### config.mk
export PLATFORM = sky130hd
export DESIGN_NAME = nand_page_command_sequencer
export DESIGN_NICKNAME = d
export VERILOG_FILES = /design/src/rtl/nps_pkg.sv /design/src/rtl/nps_front.sv /design/src/rtl/nps_queue.sv /design/src/rtl/nps_back.sv /design/src/rtl/nand_page_command_sequencer.sv
export SDC_FILE = /design/constraint.sdc
export NUM_CORES = 1
export LEC_CHECK = 0
export CORE_MARGIN = 3
export CORE_UTILIZATION = 45
export CTS_CLUSTER_SIZE = 40
export DETAILED_ROUTE_END_ITERATION = 8
export DONT_BUFFER_PORTS = 1
export GPL_TIMING_DRIVEN = 0
export MAX_ROUTING_LAYER = met4
export PLACE_DENSITY_LB_ADDON = 0.3
export SLEW_MARGIN = 15
export SYNTH_ARGS = -nofsm -noshare
export SYNTH_HDL_FRONTEND = slang
export SYNTH_SLANG_ARGS = --single-unit
### constraint.sdc
create_clock -name clk -period 4.97 [get_ports clk]
set_input_delay 0.2485 -clock clk [delete_from_list [all_inputs] [get_ports clk]]
set_output_delay 0.2485 -clock clk [all_outputs]
set_load 0.02 [all_outputs]
### src/rtl/nps_pkg.sv
// Shared types, codes and defaults for the NAND page command sequencer.
// Used by every module of the block; depends on nothing else.
`default_nettype none

package nps_pkg;

    // Default geometry of the flash device
    localparam int PAGE_BYTES_DEF     = 2048;
    localparam int BLOCK_BYTES_DEF    = 131072;
    localparam int ROW_ADDR_BYTES_DEF = 3;
    localparam int MAX_ROW_BYTES      = 4;

    // Depth of the queue between front and back (power of two)
    localparam int QUEUE_DEPTH = 4;

    // Request codes on req_type
    localparam logic [2:0] REQ_READ  = 3'd0;
    localparam logic [2:0] REQ_WRITE = 3'd1;
    localparam logic [2:0] REQ_ERASE = 3'd2;
    localparam logic [2:0] REQ_DATA  = 3'd3;
    localparam logic [2:0] REQ_READY = 3'd4;

    // NAND command codes
    localparam logic [7:0] CMD_READ_SETUP  = 8'h00;
    localparam logic [7:0] CMD_READ_GO     = 8'h30;
    localparam logic [7:0] CMD_PROG_SETUP  = 8'h80;
    localparam logic [7:0] CMD_PROG_GO     = 8'h10;
    localparam logic [7:0] CMD_ERASE_SETUP = 8'h60;
    localparam logic [7:0] CMD_ERASE_GO    = 8'hD0;

    typedef enum logic [1:0] {
        OP_IDLE,
        OP_READ,
        OP_WRITE,
        OP_ERASE
    } op_t;

    typedef enum logic [1:0] {
        PH_IDLE,
        PH_WAIT,
        PH_DATA
    } phase_t;

    typedef enum logic [3:0] {
        KIND_SELECT   = 4'd0,
        KIND_CMD      = 4'd1,
        KIND_ADDR     = 4'd2,
        KIND_WDATA    = 4'd3,
        KIND_RDATA    = 4'd4,
        KIND_WAIT     = 4'd5,
        KIND_DESELECT = 4'd6,
        KIND_ERROR    = 4'd7,
        KIND_DONE     = 4'd8
    } kind_t;

    // Classified input events
    typedef enum logic [4:0] {
        EV_NONE,
        EV_ERR,
        EV_DONE,
        EV_RD_START,
        EV_RD_ZERO,
        EV_WR_START,
        EV_WR_ZERO,
        EV_ER_START,
        EV_RDATA,
        EV_RDATA_END,
        EV_RDATA_NEXT,
        EV_WDATA,
        EV_WDATA_END,
        EV_RD_READY,
        EV_WR_FINISH,
        EV_WR_NEXT,
        EV_ER_FINISH,
        EV_ER_NEXT
    } ev_t;

    // Beat slots of one job, in bus order
    localparam int SL_ERR    = 0;
    localparam int SL_DATA   = 1;
    localparam int SL_SEL    = 2;
    localparam int SL_CMDA   = 3;
    localparam int SL_COL0   = 4;
    localparam int SL_COL1   = 5;
    localparam int SL_ROW0   = 6;
    localparam int SL_CMDB   = SL_ROW0 + MAX_ROW_BYTES;
    localparam int SL_WAIT   = SL_CMDB + 1;
    localparam int SL_DESEL  = SL_WAIT + 1;
    localparam int SL_DONE   = SL_DESEL + 1;
    localparam int NUM_SLOTS = SL_DONE + 1;

    typedef logic [NUM_SLOTS-1:0] slots_t;

    // One job handed from front to back
    typedef struct packed {
        slots_t      slots;
        logic        data_rd;
        logic [7:0]  data_byte;
        logic [7:0]  cmd_a;
        logic [7:0]  cmd_b;
        logic [15:0] column;
        logic [31:0] row_addr;
    } desc_t;

    function automatic slots_t sbit(input int s);
        slots_t m;
        m    = '0;
        m[s] = 1'b1;
        return m;
    endfunction

endpackage

`default_nettype wire

### src/rtl/nps_front.sv
// Front end: classifies each accepted item, keeps the operation state and
// builds at most one job per item for the back end. Depends on nps_pkg.
`default_nettype none

module nps_front
    import nps_pkg::*;
#(
    parameter int PAGE_BYTES     = PAGE_BYTES_DEF,
    parameter int BLOCK_BYTES    = BLOCK_BYTES_DEF,
    parameter int ROW_ADDR_BYTES = ROW_ADDR_BYTES_DEF
) (
    input  wire logic        clk,
    input  wire logic        rst_n,
    input  wire logic        accept,
    input  wire logic [2:0]  req_type,
    input  wire logic [31:0] address,
    input  wire logic [31:0] length,
    input  wire logic [7:0]  data_byte,
    output logic             job_valid,
    output desc_t            job
);

    localparam int COL_BITS        = $clog2(PAGE_BYTES);
    localparam int ROW_BITS        = 8 * ROW_ADDR_BYTES;
    localparam int BLOCK_SHIFT     = $clog2(BLOCK_BYTES);
    localparam int PAGES_PER_BLOCK = BLOCK_BYTES / PAGE_BYTES;
    localparam int PAGE_SHIFT_C    = COL_BITS;

    function automatic slots_t row_slots(input int n);
        slots_t m;
        m = '0;
        for (int k = 0; k < MAX_ROW_BYTES; k++)
        begin
            if (k < n)
            begin
                m[SL_ROW0 + k] = 1'b1;
            end
        end
        return m;
    endfunction

    localparam slots_t ROW_MASK = row_slots(ROW_ADDR_BYTES);
    localparam slots_t COL_MASK = sbit(SL_COL0) | sbit(SL_COL1);

    op_t                 op_reg,    op_next;
    phase_t              phase_reg, phase_next;
    logic [ROW_BITS-1:0] page_reg,  page_next;
    logic [COL_BITS-1:0] col_reg,   col_next;
    logic [31:0]         left_reg,  left_next;

    ev_t                 ev;
    logic [COL_BITS:0]   col_inc;
    logic                col_carry;
    logic                left_last;
    logic                is_start;
    logic [31:0]         addr_pages;
    logic [ROW_BITS-1:0] start_page;

    assign col_inc    = {1'b0, col_reg} + {{COL_BITS{1'b0}}, 1'b1};
    assign col_carry  = col_inc[COL_BITS];
    assign left_last  = (left_reg == 32'd1);
    assign is_start   = (req_type == REQ_READ) || (req_type == REQ_WRITE) ||
                        (req_type == REQ_ERASE);
    assign addr_pages = address >> PAGE_SHIFT_C;
    assign start_page = addr_pages[ROW_BITS-1:0];

    // Classify the incoming item against the current state
    always_comb
    begin
        ev = EV_NONE;
        if (is_start)
        begin
            if (op_reg != OP_IDLE)
            begin
                ev = EV_ERR;
            end
            else if (req_type == REQ_ERASE)
            begin
                if ((address[BLOCK_SHIFT-1:0] != '0) || (length[BLOCK_SHIFT-1:0] != '0))
                begin
                    ev = EV_ERR;
                end
                else if (length == 32'd0)
                begin
                    ev = EV_DONE;
                end
                else
                begin
                    ev = EV_ER_START;
                end
            end
            else if (req_type == REQ_READ)
            begin
                ev = (length == 32'd0) ? EV_RD_ZERO : EV_RD_START;
            end
            else
            begin
                ev = (length == 32'd0) ? EV_WR_ZERO : EV_WR_START;
            end
        end
        else if (req_type == REQ_DATA)
        begin
            if ((phase_reg == PH_DATA) && (op_reg == OP_READ))
            begin
                if (left_last)
                begin
                    ev = EV_RDATA_END;
                end
                else if (col_carry)
                begin
                    ev = EV_RDATA_NEXT;
                end
                else
                begin
                    ev = EV_RDATA;
                end
            end
            else if ((phase_reg == PH_DATA) && (op_reg == OP_WRITE))
            begin
                ev = (left_last || col_carry) ? EV_WDATA_END : EV_WDATA;
            end
        end
        else if ((req_type == REQ_READY) && (phase_reg == PH_WAIT))
        begin
            case (op_reg)
                OP_READ:  ev = EV_RD_READY;
                OP_WRITE: ev = (left_reg == 32'd0) ? EV_WR_FINISH : EV_WR_NEXT;
                OP_ERASE: ev = (left_reg <= 32'(BLOCK_BYTES)) ? EV_ER_FINISH : EV_ER_NEXT;
                default:  ev = EV_NONE;
            endcase
        end
    end

    // Next operation state
    always_comb
    begin
        op_next    = op_reg;
        phase_next = phase_reg;
        page_next  = page_reg;
        col_next   = col_reg;
        left_next  = left_reg;
        case (ev)
            EV_RD_START:
            begin
                op_next    = OP_READ;
                phase_next = PH_WAIT;
                page_next  = start_page;
                col_next   = address[COL_BITS-1:0];
                left_next  = length;
            end
            EV_RD_ZERO:
            begin
                op_next    = OP_IDLE;
                phase_next = PH_IDLE;
                page_next  = start_page;
                col_next   = address[COL_BITS-1:0];
                left_next  = length;
            end
            EV_WR_START:
            begin
                op_next    = OP_WRITE;
                phase_next = PH_DATA;
                page_next  = start_page;
                col_next   = address[COL_BITS-1:0];
                left_next  = length;
            end
            EV_WR_ZERO:
            begin
                op_next    = OP_WRITE;
                phase_next = PH_WAIT;
                page_next  = start_page;
                col_next   = address[COL_BITS-1:0];
                left_next  = length;
            end
            EV_ER_START:
            begin
                op_next    = OP_ERASE;
                phase_next = PH_WAIT;
                page_next  = start_page;
                col_next   = '0;
                left_next  = length;
            end
            EV_RDATA, EV_WDATA:
            begin
                col_next  = col_inc[COL_BITS-1:0];
                left_next = left_reg - 32'd1;
            end
            EV_RDATA_END:
            begin
                op_next    = OP_IDLE;
                phase_next = PH_IDLE;
                col_next   = col_inc[COL_BITS-1:0];
                left_next  = left_reg - 32'd1;
            end
            EV_RDATA_NEXT:
            begin
                phase_next = PH_WAIT;
                col_next   = '0;
                page_next  = page_reg + ROW_BITS'(1);
                left_next  = left_reg - 32'd1;
            end
            EV_WDATA_END:
            begin
                phase_next = PH_WAIT;
                col_next   = col_inc[COL_BITS-1:0];
                left_next  = left_reg - 32'd1;
            end
            EV_RD_READY:
            begin
                phase_next = PH_DATA;
            end
            EV_WR_FINISH:
            begin
                op_next    = OP_IDLE;
                phase_next = PH_IDLE;
            end
            EV_WR_NEXT:
            begin
                phase_next = PH_DATA;
                col_next   = '0;
                page_next  = page_reg + ROW_BITS'(1);
            end
            EV_ER_FINISH:
            begin
                op_next    = OP_IDLE;
                phase_next = PH_IDLE;
                left_next  = '0;
            end
            EV_ER_NEXT:
            begin
                left_next = left_reg - 32'(BLOCK_BYTES);
                page_next = page_reg + ROW_BITS'(PAGES_PER_BLOCK);
            end
            default:
            begin
                op_next = op_reg;
            end
        endcase
    end

    // Build the job for the back end
    always_comb
    begin
        job           = '0;
        job.data_rd   = (op_reg == OP_READ);
        job.data_byte = data_byte;
        job.column    = 16'(col_next);
        job.row_addr  = 32'(page_next);
        case (ev)
            EV_ERR:
            begin
                job.slots = sbit(SL_ERR);
            end
            EV_DONE:
            begin
                job.slots = sbit(SL_DONE);
            end
            EV_RD_START:
            begin
                job.slots = sbit(SL_SEL) | sbit(SL_CMDA) | COL_MASK | ROW_MASK |
                            sbit(SL_CMDB) | sbit(SL_WAIT);
                job.cmd_a = CMD_READ_SETUP;
                job.cmd_b = CMD_READ_GO;
            end
            EV_RD_ZERO:
            begin
                job.slots = sbit(SL_SEL) | sbit(SL_DESEL) | sbit(SL_DONE);
            end
            EV_WR_START:
            begin
                job.slots = sbit(SL_SEL) | sbit(SL_CMDA) | COL_MASK | ROW_MASK;
                job.cmd_a = CMD_PROG_SETUP;
            end
            EV_WR_ZERO:
            begin
                job.slots = sbit(SL_SEL) | sbit(SL_CMDA) | COL_MASK | ROW_MASK |
                            sbit(SL_CMDB) | sbit(SL_WAIT);
                job.cmd_a = CMD_PROG_SETUP;
                job.cmd_b = CMD_PROG_GO;
            end
            EV_ER_START:
            begin
                job.slots = sbit(SL_SEL) | sbit(SL_CMDA) | ROW_MASK |
                            sbit(SL_CMDB) | sbit(SL_WAIT);
                job.cmd_a = CMD_ERASE_SETUP;
                job.cmd_b = CMD_ERASE_GO;
            end
            EV_RDATA, EV_WDATA:
            begin
                job.slots = sbit(SL_DATA);
            end
            EV_RDATA_END:
            begin
                job.slots = sbit(SL_DATA) | sbit(SL_DESEL) | sbit(SL_DONE);
            end
            EV_RDATA_NEXT:
            begin
                job.slots = sbit(SL_DATA) | sbit(SL_CMDA) | COL_MASK | ROW_MASK |
                            sbit(SL_CMDB) | sbit(SL_WAIT);
                job.cmd_a = CMD_READ_SETUP;
                job.cmd_b = CMD_READ_GO;
            end
            EV_WDATA_END:
            begin
                job.slots = sbit(SL_DATA) | sbit(SL_CMDB) | sbit(SL_WAIT);
                job.cmd_b = CMD_PROG_GO;
            end
            EV_WR_FINISH, EV_ER_FINISH:
            begin
                job.slots = sbit(SL_DESEL) | sbit(SL_DONE);
            end
            EV_WR_NEXT:
            begin
                job.slots = sbit(SL_CMDA) | COL_MASK | ROW_MASK;
                job.cmd_a = CMD_PROG_SETUP;
            end
            EV_ER_NEXT:
            begin
                job.slots = sbit(SL_CMDA) | ROW_MASK | sbit(SL_CMDB) | sbit(SL_WAIT);
                job.cmd_a = CMD_ERASE_SETUP;
                job.cmd_b = CMD_ERASE_GO;
            end
            default:
            begin
                job.slots = '0;
            end
        endcase
    end

    assign job_valid = accept && (job.slots != '0);

    // Hold state until an item is accepted
    always_ff @(posedge clk or negedge rst_n)
    begin
        if (!rst_n)
        begin
            op_reg    <= OP_IDLE;
            phase_reg <= PH_IDLE;
            page_reg  <= '0;
            col_reg   <= '0;
            left_reg  <= '0;
        end
        else if (accept)
        begin
            op_reg    <= op_next;
            phase_reg <= phase_next;
            page_reg  <= page_next;
            col_reg   <= col_next;
            left_reg  <= left_next;
        end
    end

endmodule

`default_nettype wire

### src/rtl/nps_queue.sv
// Short job queue between the front and back ends of the sequencer.
// Depends on nps_pkg for the job type and depth.
`default_nettype none

module nps_queue
    import nps_pkg::*;
(
    input  wire logic  clk,
    input  wire logic  rst_n,
    input  wire logic  wr_en,
    input  wire desc_t wr_data,
    input  wire logic  rd_en,
    output desc_t      rd_data,
    output logic       not_empty,
    output logic       full
);

    localparam int PTR_BITS = $clog2(QUEUE_DEPTH);

    desc_t             store_reg [QUEUE_DEPTH];
    logic [PTR_BITS:0] wr_ptr_reg;
    logic [PTR_BITS:0] rd_ptr_reg;

    assign not_empty = (wr_ptr_reg != rd_ptr_reg);
    assign full      = (wr_ptr_reg[PTR_BITS] != rd_ptr_reg[PTR_BITS]) &&
                       (wr_ptr_reg[PTR_BITS-1:0] == rd_ptr_reg[PTR_BITS-1:0]);
    assign rd_data   = store_reg[rd_ptr_reg[PTR_BITS-1:0]];

    // Advance pointers
    always_ff @(posedge clk or negedge rst_n)
    begin
        if (!rst_n)
        begin
            wr_ptr_reg <= '0;
            rd_ptr_reg <= '0;
        end
        else
        begin
            if (wr_en)
            begin
                wr_ptr_reg <= wr_ptr_reg + 1'b1;
            end
            if (rd_en)
            begin
                rd_ptr_reg <= rd_ptr_reg + 1'b1;
            end
        end
    end

    // Store the job
    always_ff @(posedge clk)
    begin
        if (wr_en)
        begin
            store_reg[wr_ptr_reg[PTR_BITS-1:0]] <= wr_data;
        end
    end

endmodule

`default_nettype wire

### src/rtl/nps_back.sv
// Back end: walks the beat slots of each job in bus order and presents one
// result beat at a time through an output register. Depends on nps_pkg.
`default_nettype none

module nps_back
    import nps_pkg::*;
(
    input  wire logic       clk,
    input  wire logic       rst_n,
    input  wire logic       q_valid,
    input  wire desc_t      q_data,
    output logic            q_pop,
    input  wire logic       pop,
    output logic            empty,
    output logic [3:0]      cycle_kind,
    output logic [7:0]      value,
    output logic            last
);

    slots_t      mask_reg;
    desc_t       desc_reg;
    logic        out_valid_reg;
    kind_t       out_kind_reg;
    logic [7:0]  out_value_reg;
    logic        out_last_reg;

    logic        use_head;
    slots_t      cur_mask;
    desc_t       cur_desc;
    slots_t      pick;
    slots_t      rest;
    logic        fire;
    kind_t       beat_kind;
    logic [7:0]  beat_value;

    assign use_head = (mask_reg == '0);
    assign cur_mask = use_head ? (q_valid ? q_data.slots : '0) : mask_reg;
    assign cur_desc = use_head ? q_data : desc_reg;
    assign pick     = cur_mask & (~cur_mask + 1'b1);
    assign rest     = cur_mask & ~pick;
    assign fire     = (!out_valid_reg || pop) && (cur_mask != '0);
    assign q_pop    = fire && use_head;

    // Decode the chosen slot into a beat
    always_comb
    begin
        beat_kind  = KIND_SELECT;
        beat_value = 8'h00;
        for (int s = 0; s < NUM_SLOTS; s++)
        begin
            if (pick[s])
            begin
                case (s)
                    SL_ERR:   beat_kind = KIND_ERROR;
                    SL_DATA:
                    begin
                        beat_kind  = cur_desc.data_rd ? KIND_RDATA : KIND_WDATA;
                        beat_value = cur_desc.data_byte;
                    end
                    SL_SEL:   beat_kind = KIND_SELECT;
                    SL_CMDA:
                    begin
                        beat_kind  = KIND_CMD;
                        beat_value = cur_desc.cmd_a;
                    end
                    SL_COL0:
                    begin
                        beat_kind  = KIND_ADDR;
                        beat_value = cur_desc.column[7:0];
                    end
                    SL_COL1:
                    begin
                        beat_kind  = KIND_ADDR;
                        beat_value = cur_desc.column[15:8];
                    end
                    SL_CMDB:
                    begin
                        beat_kind  = KIND_CMD;
                        beat_value = cur_desc.cmd_b;
                    end
                    SL_WAIT:  beat_kind = KIND_WAIT;
                    SL_DESEL: beat_kind = KIND_DESELECT;
                    SL_DONE:  beat_kind = KIND_DONE;
                    default:
                    begin
                        // row address bytes, low byte first
                        beat_kind  = KIND_ADDR;
                        beat_value = cur_desc.row_addr[8 * (s - SL_ROW0) +: 8];
                    end
                endcase
            end
        end
    end

    // Advance through the slots and hold the output beat until popped
    always_ff @(posedge clk or negedge rst_n)
    begin
        if (!rst_n)
        begin
            mask_reg      <= '0;
            out_valid_reg <= 1'b0;
        end
        else
        begin
            if (fire)
            begin
                mask_reg      <= rest;
                out_valid_reg <= 1'b1;
            end
            else if (pop)
            begin
                out_valid_reg <= 1'b0;
            end
        end
    end

    // Capture the job and beat payload
    always_ff @(posedge clk)
    begin
        if (q_pop)
        begin
            desc_reg <= q_data;
        end
        if (fire)
        begin
            out_kind_reg  <= beat_kind;
            out_value_reg <= beat_value;
            out_last_reg  <= (rest == '0);
        end
    end

    assign empty      = !out_valid_reg;
    assign cycle_kind = out_kind_reg;
    assign value      = out_value_reg;
    assign last       = out_last_reg;

endmodule

`default_nettype wire

### src/rtl/nand_page_command_sequencer.sv
// Top level of the large-page NAND command sequencer: front end, job queue
// and back end. Depends on nps_pkg, nps_front, nps_queue and nps_back.
`default_nettype none

// Requests, data bytes and ready events enter through a queue-style push/full
// port; every item is taken while full is low and, when it gives any beat,
// turned into one job held in a four-entry queue, and full rises only while
// that queue is full. The first beat of a job passes through the queue entry
// and then the output register before it reaches the result ports. The back
// end emits one bus-cycle beat per cycle, while its output is empty or popped,
// from a single output register: a streamed data byte gives one beat, a start
// or a page or block crossing up to ten (select or data byte, command, two
// column bytes, up to four row bytes, command, wait), and that beat rate sets
// the sustained throughput. The last flag marks the final beat of each item;
// items that give no beat (ready during a read wait, stray bytes or events)
// leave no trace. Page and block sizes must be powers of two.
module nand_page_command_sequencer
    import nps_pkg::*;
#(
    parameter int PAGE_BYTES     = PAGE_BYTES_DEF,
    parameter int BLOCK_BYTES    = BLOCK_BYTES_DEF,
    parameter int ROW_ADDR_BYTES = ROW_ADDR_BYTES_DEF
) (
    input  wire logic        clk,
    input  wire logic        rst_n,
    input  wire logic        push,
    output logic             full,
    input  wire logic [2:0]  req_type,
    input  wire logic [31:0] address,
    input  wire logic [31:0] length,
    input  wire logic [7:0]  data_byte,
    output logic             empty,
    input  wire logic        pop,
    output logic [3:0]       cycle_kind,
    output logic [7:0]       value,
    output logic             last
);

    logic  accept;
    logic  job_valid;
    desc_t job;
    desc_t head;
    logic  head_valid;
    logic  head_pop;

    assign accept = push && !full;

    nps_front #(
        .PAGE_BYTES     (PAGE_BYTES),
        .BLOCK_BYTES    (BLOCK_BYTES),
        .ROW_ADDR_BYTES (ROW_ADDR_BYTES)
    ) u_front (
        .clk       (clk),
        .rst_n     (rst_n),
        .accept    (accept),
        .req_type  (req_type),
        .address   (address),
        .length    (length),
        .data_byte (data_byte),
        .job_valid (job_valid),
        .job       (job)
    );

    nps_queue u_queue (
        .clk       (clk),
        .rst_n     (rst_n),
        .wr_en     (job_valid),
        .wr_data   (job),
        .rd_en     (head_pop),
        .rd_data   (head),
        .not_empty (head_valid),
        .full      (full)
    );

    nps_back u_back (
        .clk        (clk),
        .rst_n      (rst_n),
        .q_valid    (head_valid),
        .q_data     (head),
        .q_pop      (head_pop),
        .pop        (pop),
        .empty      (empty),
        .cycle_kind (cycle_kind),
        .value      (value),
        .last       (last)
    );

endmodule

`default_nettype wire

Word-level counts from Yosys, hierarchy flattened. Memories as Yosys holds them, arrays and structs flattened. Index checks and enable logic that the tools add are counted.

Register bits after elaboration: 178. Bits in writable memories: 296. Output and inout bits: 15. Memories: 1.

Memories: u_queue.store_reg (words 4, bits a word 74, read ports 1, clocked after memory_dff 0, wr ports 1, RTL line nps_queue.sv:20) `desc_t store_reg [QUEUE_DEPTH];`.

$add $sub $neg: 8. Order comparisons: 1. Equality and inequality tests: 30. Mux-type cells: 56. Bitwise logic cells: 4. Reduce and logical (&&, ||, !) cells: 50.

Operators by type and width (count): one-hot mux 14 bit (13 select lines) (1); one-hot mux 32 bit (4 select lines) (1); two-way mux 73 bit (1); two-way mux 8 bit (9); one-hot mux 24 bit (3 select lines) (1); logical NOT 32 bit (2); two-way mux 5 bit (10); two-way mux 4 bit (12); equality test 5 x 4 -> 1 bit (second input constant) (8); nonzero test 17 bit (2); one-hot mux 11 bit (3 select lines) (1); equality test 32 x 1 -> 1 bit (second input constant) (1); less-or-equal comparator 32 x 18 -> 1 bit (second input constant) (1); subtractor 32 x 1 -> 32 bit (second input constant) (1); subtractor 32 x 18 -> 32 bit (second input constant) (1); bitwise AND 14 bit (2); logical NOT 14 bit (2); two-way mux 14 bit (2); inverter 14 bit (2); nonzero test 14 bit (2); adder 24 x 1 -> 24 bit (second input constant) (1); adder 24 x 7 -> 24 bit (second input constant) (1); one-hot mux 8 bit (3 select lines) (1); equality test 5 x 3 -> 1 bit (second input constant) (4); other kinds (33) (80).

Depth between registers and ports, before layout. Gate-level depths: netlist of the first run.

Depth after elaboration: 19. Depth in mapped cells: 15.

By module. From an unflattened synthesis of the first run, not the netlist that was laid out.

Cells, all modules: 1803. Area total of the unflattened synthesis: 24422.2 um^2.

Modules (own cells, without submodules): nps_queue (times used 1, cells each 485, area each 12882.4 um^2, seq. area each 10600.2 um^2); nps_front (times used 1, cells each 838, area each 6389.9 um^2, seq. area each 1776.7 um^2); nps_back (times used 1, cells each 479, area each 5136.2 um^2, seq. area each 2932.8 um^2); nand_page_command_sequencer (times used 1, cells each 1, area each 13.8 um^2, seq. area each 0.0 um^2).

Worst setup path before layout of the first run. No wires, ideal clock.

Kind: register to register. Start: reg u_front.left_reg[10]. End: mem u_queue.store_reg[3][0] (netlist name), enable pin. Library setup time: 0.422 ns. Arrival: 4.513 ns. Slack: 0.035 ns. Stages on the path, launching flop included: 11. Path buffers: 2. Clock period less this slack: 4.935 ns. Path through: dfrtp_1 > buf_6 > or4_4 > or4b_1 > nor4_4 > mux2_4 > a21oi_2 > buf_2 > a21oi_1 > a221oi_2 > and2_1.

Word-level cells in the longest chain between the ends: 14. Elaborated cells on any way between the ends: 38. Those cells by class: order compare (1); eq/ne (17); mux (13); reduce/logical (7).

RTL lines: start, declared (RTL line nps_front.sv:49) `logic [31:0] left_reg, left_next;`; start signal, assigned (RTL line nps_front.sv:349) `left_reg <= left_next;`; branches (longest 5 deep; another with less-or-equal comparator 32 x 18 -> 1 bit); two-way mux 5 bit * (RTL line nps_front.sv:101) `else if (req_type == REQ_DATA)`; two-way mux 5 bit * (RTL line nps_front.sv:71) `if (is_start)`; equality test 5 x 4 -> 1 bit, or another cell as far along (RTL line nps_front.sv:249) `case (ev)`; OR reduction 2 bit, on equally long branches; one-hot mux 14 bit (13 select lines) * (RTL line nps_front.sv:249); nonzero test 14 bit * (RTL line nps_front.sv:330) `assign job_valid = accept && (job.slots != '0);`; logical AND 1 bit * (RTL line nps_front.sv:330); two-way mux 1 bit * (RTL line nps_queue.sv:53) `if (wr_en)`; two-way mux 1 bit (implied by the code) * (RTL line nps_queue.sv:55) `store_reg[wr_ptr_reg[PTR_BITS-1:0]] <= wr_data;`; end, declared (RTL line nps_queue.sv:20).

Mark *: on every way between the ends.

==> results.toml, run 1 <==
[critical_path]
end_kind = "flop"
rrSetupSlack_ps = 190
critical_path.max_fanout = 10
endpoint = "u_queue.store_reg[0][29]"
worstRegToRegCells = 13
setup.worst_path.class = "reg2reg"
slowest_delay_ps = 580
r2r-start = "u_front.left_reg[10]"
crit_top_cell = "nand3_1"
startpoint = "u_front.left_reg[10]"
r2r_end = "u_queue.store_reg[0][29]"
cp.arrival_ps = 5090
cp-start-kind = "flop"
critPathRequiredTime_ps = 5280
critPathSlowestCell = "or4b_1"
crit_path_cell_trace = "buf_6 > or4_4 > or4b_1 > nor4_4 > mux2_4 > a21oi_2 > buf_2 > nand3_1 > nand3_1 > buf_4 > clkbuf_1 > a22oi_1 > o21ai_2"

[floorplan]
dieHeight_um = 212
io_pins = 94
die_x_um = 212
start_util = 0.461
die-area_um2 = 44900
rows = 74
core-area_um2 = 41400

[global_routing]
grt_pass1_vias = 14400
grtUsageTotal = 0.266
grt_first_pass_wirelength_um = 87700
antenna_found_initial = 8
grt_max_degree = 92
grt_overflow = 0

[clock_tree]
cts_root_buf = "clkbuf_16"
htreeDepth = 2
clk_pin_slew_ps = 60
postCtsSetupBuffers = 0
clock_latency_ps = 580
numCtsBuffers = 40
clock_path_buffers = 3
cts_sinks = 381
cts_tree = "built"

[synthesis]
ys_warn_count = 0
synth_compound_area_frac = 0.160
synthTopCellsByArea = "edfxtp_1 46%, dfrtp_1 12%, mux4_2 6.6%"
ys_async_sr_fraction = 0.239
ys_seq_area_frac = 0.576
avgSynthCellArea_um2 = 12.0
synthMuxAreaShare = 0.0864
synth.ff_latch_count = 381
synthesis.area_um2 = 19100
syn_inst = 1592
synth_fa_ha_area_frac = 0.0129
synth_cell_types = 86
synth_top_cell_by_area = "edfxtp_1"
synth_top_area_frac = 0.457
synth_edf_count = 290
synth-simple-area-share = 0.128
ys.flop_type = "edfxtp_1"
synth_xor_area_frac = 0.00643
synth_top_family_by_area = "compound AO/OA/AOI/OAI gates"
syn-num-nets = 1689

[power_and_ir_drop]
ir_drop_mv = 0.300
powerDensity_nw_per_um2 = 613
power_uw = 13500
p_leak_uw = 0.00773

[detailed_routing]
drc_errors = 0
avgViaCountPerCell = 6.34
wl_per_cell_um = 25.3
finalWirelength_um = 57700
drt_iter0_markers = 1470
num_vias = 14500
ant_nets = 0
detail_route.first_pass.iterations = 6

[timing]
drv_slew = 0
worstMarginPinSlew_ps = 1180
fin_ws_ps = 194
hold_viol = 0
rsz0062_at_grt = "no"
period_share = 0.961
finalClockSkew_ps = 18.4
period_minus_slack_ps = 4780
max_slew_margin = 0.211
hold_ws_ps = 28.4
clock.fmax_mhz = 209
finalSetupViolCount = 0

[cells_and_area]
layout_common_cells = "290 x edfxtp_1, 160 x nand2_1, 107 x a21oi_1"
drive_gt1_frac = 0.121
nets = 1807
syn_to_final_growth_pct = 15.5
finalCoreUtilization = 0.532
fin_cells = 2280
largest_register_ffs = 228
final_common_cell = "edfxtp_1"

[placement]
gp_congestion = 0.970
port_buffers = 0
post-dp-hpwl_um = 40400
place_inst = 2130
place_ws_ps = -10.0

[flow_run]
cap_violations = 0

[worst_hold_path]
hold_path.class = "in2reg"

[outcome]
status = "completed"
[routing by layer]
metal  part of all wire  GRT usage  vias up
li1                   -          -     6537
met1               0.41      0.352     7178
met2               0.47      0.411      637
met3              0.084     0.0569      112
met4              0.034     0.0885        0
met5                  0          -        -
[layout make-up]
class,instances,area [um^2]
Fill cell,3539,19400
Sequential cell,381,11000
Multi-Input combinational cell,1073,7570
Clock buffer,51,1060
Timing Repair Buffer,75,858
Tap cell,532,666
Buffer,91,404
Clock inverter,23,282
Inverter,48,180
Antenna cell,6,15.0
[logic make-up after synthesis]
kind of cell	Yosys count
and+or+nand+nor	498
AOI/OAI and AO/OA	447
DFF	381
buffers and inverters	139
muxes	93
adders and majority gates	20
xor gates and xnor gates	14
[cell usage after synthesis, types with 9 or more instances]
| library cell | number |
|---|---|
| a22oi_1 | 27 |
| o41ai_1 | 11 |
| mux2_2 | 9 |
| a21oi_1 | 107 |
| o31ai_1 | 32 |
| inv_1 | 46 |
| ha_1 | 18 |
| nor2_1 | 97 |
| and2_1 | 14 |
| dfrtp_1 | 91 |
| o21ai_0 | 62 |
| a21o_1 | 13 |
| o221ai_1 | 17 |
| or3_1 | 22 |
| nand3_1 | 43 |
| a211oi_1 | 10 |
| o22ai_1 | 17 |
| o21ai_1 | 16 |
| a31oi_1 | 24 |
| clkbuf_1 | 51 |
| nor3_1 | 54 |
| buf_2 | 20 |
| buf_1 | 12 |
| mux4_2 | 56 |
| or4_1 | 9 |
| nand4_1 | 17 |
| a221o_1 | 11 |
| nor4_1 | 35 |
| a32oi_1 | 13 |
| mux2i_1 | 27 |
| nand2_1 | 160 |
| edfxtp_1 | 290 |
| and3_1 | 9 |
[how the worst min path moves through the flow]
stage                            from                        to  slack [ps]  depth (start not counted)
after floorplan                 rst_n       u_back.mask_reg[10]         -50                          0
after global placement          rst_n        u_front.col_reg[3]         -40                          0
after detailed placement        rst_n        u_front.col_reg[5]         -40                          0
after CTS                 address[24]      u_front.page_reg[13]         0.8                          3
after global routing       address[3]  u_queue.store_reg[0][27]          30                          2
final                     address[24]      u_front.page_reg[13]          30                          3
[repair_timing]
| action | 4_1_cts | 5_1_grt |
|---|---|---|
| setup endpoints to repair | 4 | 179 |
| hold endpoints to repair | 191 | 0 |
| pin swaps | 0 | 1 |
| gates resized for setup | 1 | 8 |
| hold buffers | 69 | 0 |
| cloned | 0 | 1 |
[through the flow]
| step | cell area (um^2) | TNS, ps |
|---|---|---|
| after floorplan | 19100 | 0 |
| after global placement | 19700 | -395500 |
| after detailed placement | 19900 | -39.9 |
| after CTS | 22000 | 0 |
| after global routing | 22000 | 0 |
| final | 22000 | 0 |
[power by group]
part | leakage (uW) | switching (uW) | internal (uW)
combinational | 0.00327 | 3370 | 1840
clock | 0.000665 | 1300 | 1800
sequential | 0.00380 | 592 | 4590
[worst max-delay path, delay by kind of cell, from the launching register on]
family                 cells  cell delay (ps)
AOI/OAI and AO/OA          3              850
buffers and inverters      4             1080
DFF                        1              370
muxes                      1              370
and+or+nand+nor            5             1850
No activity file was read; power rests on OpenSTA's default activity.
==> run 2, diff against run 1 <==
Settings changed: ABC_AREA set to 1, SLEW_MARGIN 15 to not set.
==> results.toml, run 2 <==
[placement]
place_inst = 2829
gp_congestion = 0.918
port_buffers = 0
place_ws_ps = 754
post-dp-hpwl_um = 39000

[timing]
period_share = 0.858
drv_slew = 0
fin_tns_setup_ps = 0
worstMarginPinSlew_ps = 760
max_slew_margin = 0.493
clock.fmax_mhz = 235
finalClockSkew_ps = 24.2
period_minus_slack_ps = 4260
rsz0062_at_grt = "no"
fin_ws_ps = 708
hold_viol = 0
finalSetupViolCount = 0

[power_and_ir_drop]
p_leak_uw = 0.00930
ir_drop_mv = 0.312
powerDensity_nw_per_um2 = 621
power_uw = 14000

[critical_path]
critPathRequiredTime_ps = 5250
slowest_delay_ps = 520
end_kind = "flop"
critical_path.max_fanout = 32
crit_path_cell_trace = "inv_2 > clkbuf_1 > o21ai_0 > o22ai_1 > nand2_1 > nor2_1 > nor2_2 > nand2_1 > nor2_1 > nand2_1 > nor2_2 > nor2_4 > nand2_1 > inv_2 > buf_12"
cp-start-kind = "flop"
critPathSlowestCell = "nor2_4"
crit_top_cell = "nand2_1"
setup.worst_path.class = "reg2reg"
cp.arrival_ps = 4540

[synthesis]
synth_top_family_by_area = "simple AND/OR/NAND/NOR gates"
synth.ff_latch_count = 381
synth_edf_count = 290
synthesis.area_um2 = 19800
ys.flop_type = "edfxtp_1"
synthTopCellsByArea = "edfxtp_1 44%, dfrtp_1 12%, nand2_1 11%"
synthMuxAreaShare = 0.00253
syn_inst = 2235
syn-num-nets = 2332
synth_fa_ha_area_frac = 0.0114
synth_common_cells = "573 x nand2_1, 300 x nor2_1, 290 x edfxtp_1"
synth_compound_area_frac = 0.0871
synth_cell_types = 49
ys_seq_area_frac = 0.556
avgSynthCellArea_um2 = 8.85
yosysMostFrequentCell = "nand2_1"
ys_async_sr_fraction = 0.239
synth_top_area_frac = 0.440
synth_top_cell_by_area = "edfxtp_1"
synth_xor_area_frac = 0.0204
synth-simple-area-share = 0.262
ys_warn_count = 0

[detailed_routing]
ant_nets = 0
num_vias = 16000
drt_iter0_markers = 1473
detail_route.first_pass.iterations = 5
wl_per_cell_um = 18.7
drc_errors = 0
finalWirelength_um = 55200
avgViaCountPerCell = 5.41

[clock_tree]
numCtsBuffers = 42
clock_path_buffers = 3
cts_tree = "built"
cts_sinks = 381
cts_root_buf = "clkbuf_16"
htreeDepth = 2
clock_latency_ps = 590
clk_pin_slew_ps = 60

[floorplan]
core-area_um2 = 43300
die-area_um2 = 46500
rows = 76
start_util = 0.457
die_x_um = 216
io_pins = 94
dieHeight_um = 216

[flow_run]
cap_violations = 0

[cells_and_area]
diodes = 0
largest_register_ffs = 228
drive_gt1_frac = 0.0997
nets = 2430
syn_to_final_growth_pct = 14.2
final_common_cell = "nand2_1"
fin_cells = 2952
n_fill_cell = 3951
layout_common_cells = "573 x nand2_1, 296 x nor2_1, 290 x edfxtp_1"

[global_routing]
grtUsageTotal = 0.244
grt_max_degree = 92
grt_overflow = 0
grt_first_pass_wirelength_um = 86300
grt_pass1_vias = 15500
antenna_found_initial = 0

[worst_hold_path]
hold_path.class = "in2reg"

[outcome]
status = "completed"
==> run 2: cell count changes after synthesis, sizes merged, moves of 45 or more <==
cell,before,now
nand2,160,600
nor2,100,327
inv,48,195
o21ai,79,205
nand3,43,165
a21oi,110,22
mux4,56,0
o22ai,17,62
==> run 2: final timing paths <==
check | depth (start not counted) | startpoint | slack [ps] | to
setup / recovery | 15 | u_queue.rd_ptr_reg[1] | 710 | u_back.desc_reg[17]
setup reg to reg | 15 | u_queue.rd_ptr_reg[1] | 710 | u_back.desc_reg[17]
hold / removal | 2 | address[13] | 30 | u_queue.store_reg[1][2]
min in group asynchronous | 2 | rst_n | 230 | u_front.page_reg[16]
max in group asynchronous | 2 | rst_n | 4260 | u_back.mask_reg[8]
hold reg to reg | 2 | u_front.left_reg[4] | 490 | u_front.left_reg[4]
==> run 2: area by class of cell <==
cell class,count,area [um^2],share of cell area
clock buffers,52,1110,0.0491
clock inverters,26,289,0.0128
multi-input cells,1565,7610,0.337
well taps,585,732,0.0324
inverters,198,743,0.0329
flip-flops and latches,381,11000,0.486
repair buffers,54,656,0.0290
plain buffers,91,463,0.0205
==> run 2: what timing repair did <==
action | 4_1_cts | 5_1_grt
gates resized for setup | 0 | 0
endpoints found under the hold margin | 164 | 0
setup buffers | 0 | 0
hold buffers | 45 | 0
==> run 2: routing by layer <==
layer,global-route usage,part of all wire
met1,0.318,0.43
met2,0.390,0.47
met3,0.0424,0.071
met4,0.0789,0.031
met5,-,0
==> run 2: kinds of logic after synthesis <==
kind of cell,Yosys count
AOI/OAI and AO/OA,313
xor gates and xnor gates,46
adders and majority gates,18
buffers and inverters,289
DFF,381
muxes,5
and+or+nand+nor,1183
==> run 2: through the flow <==
stage	cell area, um^2	hold WS (ps)	utilization
3_3_place_gp	20500	-42.0	0.474
5_1_grt	22600	21.4	0.522
4_1_cts	22600	10.0	0.522
3_5_place_dp	20700	-42.0	0.479
2_1_floorplan	19800	-47.1	-
6_report	22600	32.2	0.522
==> run 2: worst max-delay path, delay by kind of cell (launching register included) <==
kind | cells | cell delay, ps
buffers and inverters | 4 | 1390
flip-flops | 1 | 480
AO/OA/AOI/OAI | 2 | 410
AND/OR/NAND/NOR | 9 | 1650
==> run 2: report_power, final <==
| part | total (uW) | switching (uW) | internal (uW) |
|---|---|---|---|
| Combinational | 5750 | 4110 | 1650 |
| Clock | 3150 | 1330 | 1820 |
| Sequential | 5130 | 541 | 4590 |
==> run 3, diff against run 2 <==
Settings changed: ABC_CLOCK_PERIOD_IN_PS set to 3600, CTS_CLUSTER_SIZE 40 to not set.
Clock period 4.97 ns to 3.6 ns, I/O delays scaled along.
==> results.toml, run 3 (synthesis gave the netlist of run 2 again) <==
[power_and_ir_drop]
power_uw = 19400
powerDensity_nw_per_um2 = 851
ir_drop_mv = 0.443
p_sw_uw = 8310
p_leak_uw = 0.00938
internal_power_uw = 11100
swShare = 0.429
pwr-share-seq = 0.366
p_clk_frac = 0.221
p_comb_frac = 0.413

[placement]
post-dp-hpwl_um = 39200
gp_congestion = 0.913
place_ws_ps = -607
port_buffers = 0

[global_routing]
grt_first_pass_wirelength_um = 86600
grt_max_degree = 92
grt_overflow = 0
antenna_found_initial = 1
grtUsageTotal = 0.245
grt_pass1_vias = 15300

[timing]
finalSetupViolCount = 0
finalClockSkew_ps = 22.4
drv_slew = 0
fin_ws_ps = 243
worstMarginPinSlew_ps = 763
period_share = 0.932
clock.fmax_mhz = 298
max_slew_margin = 0.492
period_minus_slack_ps = 3360
hold_viol = 0

[worst_hold_path]
hold_depth = 2
hold_path.class = "in2reg"
holdPathEnd = "u_queue.store_reg[1][5]"
min_from = "address[16]"

[critical_path]
cp.arrival_ps = 3630
r2r-start = "u_front.op_reg[1]"
critical_path.max_fanout = 25
worst-path-buf-inv = 6
setup.worst_path.class = "reg2reg"
cp-start-kind = "flop"
critPathSlowestCell = "dfrtp_2"
critPathRequiredTime_ps = 3870
end_kind = "flop"
crit_path_cell_trace = "inv_1 > ha_2 > and3_1 > o21ai_0 > nand2_1 > inv_1 > nand4_1 > inv_4 > nand2_2 > buf_6 > nand2_1 > nor2_1 > nand3_2 > nand2_4 > nor2_4 > buf_12 > buf_16"
critPathTopFamily = "simple AND/OR/NAND/NOR gates"
worstRegToRegCells = 17
rrSetupSlack_ps = 240
r2r_end = "u_queue.store_reg[0][58]"
slowest_delay_ps = 420

[clock_tree]
cts_sinks = 381
numCtsBuffers = 42
clk_pin_slew_ps = 60
cts_tree = "built"
clock_path_buffers = 3
clock_latency_ps = 590
htreeDepth = 2
cts_root_buf = "clkbuf_16"

[cells_and_area]
final_common_cell = "nand2_1"
drive_gt1_frac = 0.107
layout_common_cells = "572 x nand2_1, 294 x nor2_1, 290 x edfxtp_1"
largest_register_ffs = 228
nets = 2447
syn_to_final_growth_pct = 15.1

[detailed_routing]
avgViaCountPerCell = 5.38
drt_iter0_markers = 1454
wl_per_cell_um = 18.7
drc_errors = 0
detail_route.first_pass.iterations = 5
ant_nets = 0
num_vias = 16000
finalWirelength_um = 55700

[floorplan]
core-area_um2 = 43300
die_x_um = 216
rows = 76
die-area_um2 = 46500
dieHeight_um = 216
io_pins = 94
start_util = 0.457

[outcome]
status = "completed"

[flow_run]
cap_violations = 0
==> run 3: changes by cell type in the layout (fill, tap and decap cells not counted), sizes merged <==
cell	change
buf	+11
bufinv	-2
clkbuf	-1
clkinv	+1
clkinvlp	+1
diode	+1
dlygate4sd3	+7
==> run 3: layer usage <==
metal | up-vias | wire length, um | track usage
met2 | 547 | 26400 | 0.393
met1 | 7649 | 24300 | 0.330
li1 | 7704 | - | -
met3 | 92 | 3660 | 0.0348
met4 | 0 | 1350 | 0.0663
met5 | - | 0 | -
==> run 3: worst max path at each step <==
| stage | startpoint | end | slack, ps | cells past startpoint |
|---|---|---|---|---|
| CTS | u_front.op_reg[1] | u_queue.store_reg[0][58] | 40 | 17 |
| finish | u_front.op_reg[1] | u_queue.store_reg[0][58] | 240 | 17 |
| global placement | u_front.op_reg[1] | u_queue.store_reg[3][53] | -2240 | 15 |
| floorplan | u_front.op_reg[1] | u_queue.store_reg[0][0] | -400 | 15 |
| detailed placement | u_front.op_reg[1] | u_queue.store_reg[0][52] | -610 | 17 |
| global route | u_queue.rd_ptr_reg[1] | u_back.value[4] | -30 | 15 |
==> run 3: stage by stage <==
| stage | setup TNS (ps) | std cells | area (um^2) | utilization | hold slack [ps] |
|---|---|---|---|---|---|
| global route | -26.2 | 2970 | 22800 | 0.526 | 41.6 |
| CTS | 0 | 2966 | 22700 | 0.525 | 6.47 |
| floorplan | -91870 | 2235 | 19800 | - | -116 |
| global placement | -573200 | 2820 | 20500 | 0.474 | -110 |
| finish | 0 | 2970 | 22800 | 0.526 | 36.9 |
| detailed placement | -104180 | 2829 | 20700 | 0.479 | -110 |
==> run 3: layout make-up <==
type / count / area (um^2)
Antenna cell: 1 / 2.50
Buffer: 90 / 460
Clock buffer: 52 / 1120
Clock inverter: 26 / 244
Fill cell: 3882 / 20500
Inverter: 198 / 748
Multi-Input combinational cell: 1565 / 7640
Sequential cell: 381 / 11000
Tap cell: 585 / 732
Timing Repair Buffer: 72 / 828
==> run 3: power groups by stage <==
stage / logic [uW] / registers, uW / clock network, uW
after CTS: 7920 / 7080 / 4330
after detailed placement: 7760 / 7150 / 0
after global placement: 7510 / 7170 / 0
final: 8000 / 7090 / 4280
after global routing: 8900 / 7200 / 4530
after floorplan: 5320 / 6990 / 0
==> run 3: repair_timing <==
action                                 in CTS  in global routing
gates resized for setup                     3                 10
endpoints found under the hold margin     198                  0
hold buffers                               52                  0
gates cloned                                0                  0
setup endpoints to repair                 278                256
setup buffers                               8                  3
pin swaps                                   5                  1
==> run 3: worst register-to-register path, stage by stage (launching register included) <==
cell and delay (ps):
dfrtp_2 420, inv_1 120, ha_2 250, and3_1 230, o21ai_0 170, nand2_1 120, inv_1 120, nand4_1 180
inv_4 190, nand2_2 90, buf_6 170, nand2_1 70, nor2_1 50, nand3_2 120, nand2_4 130, nor2_4 190
buf_12 220, buf_16 210
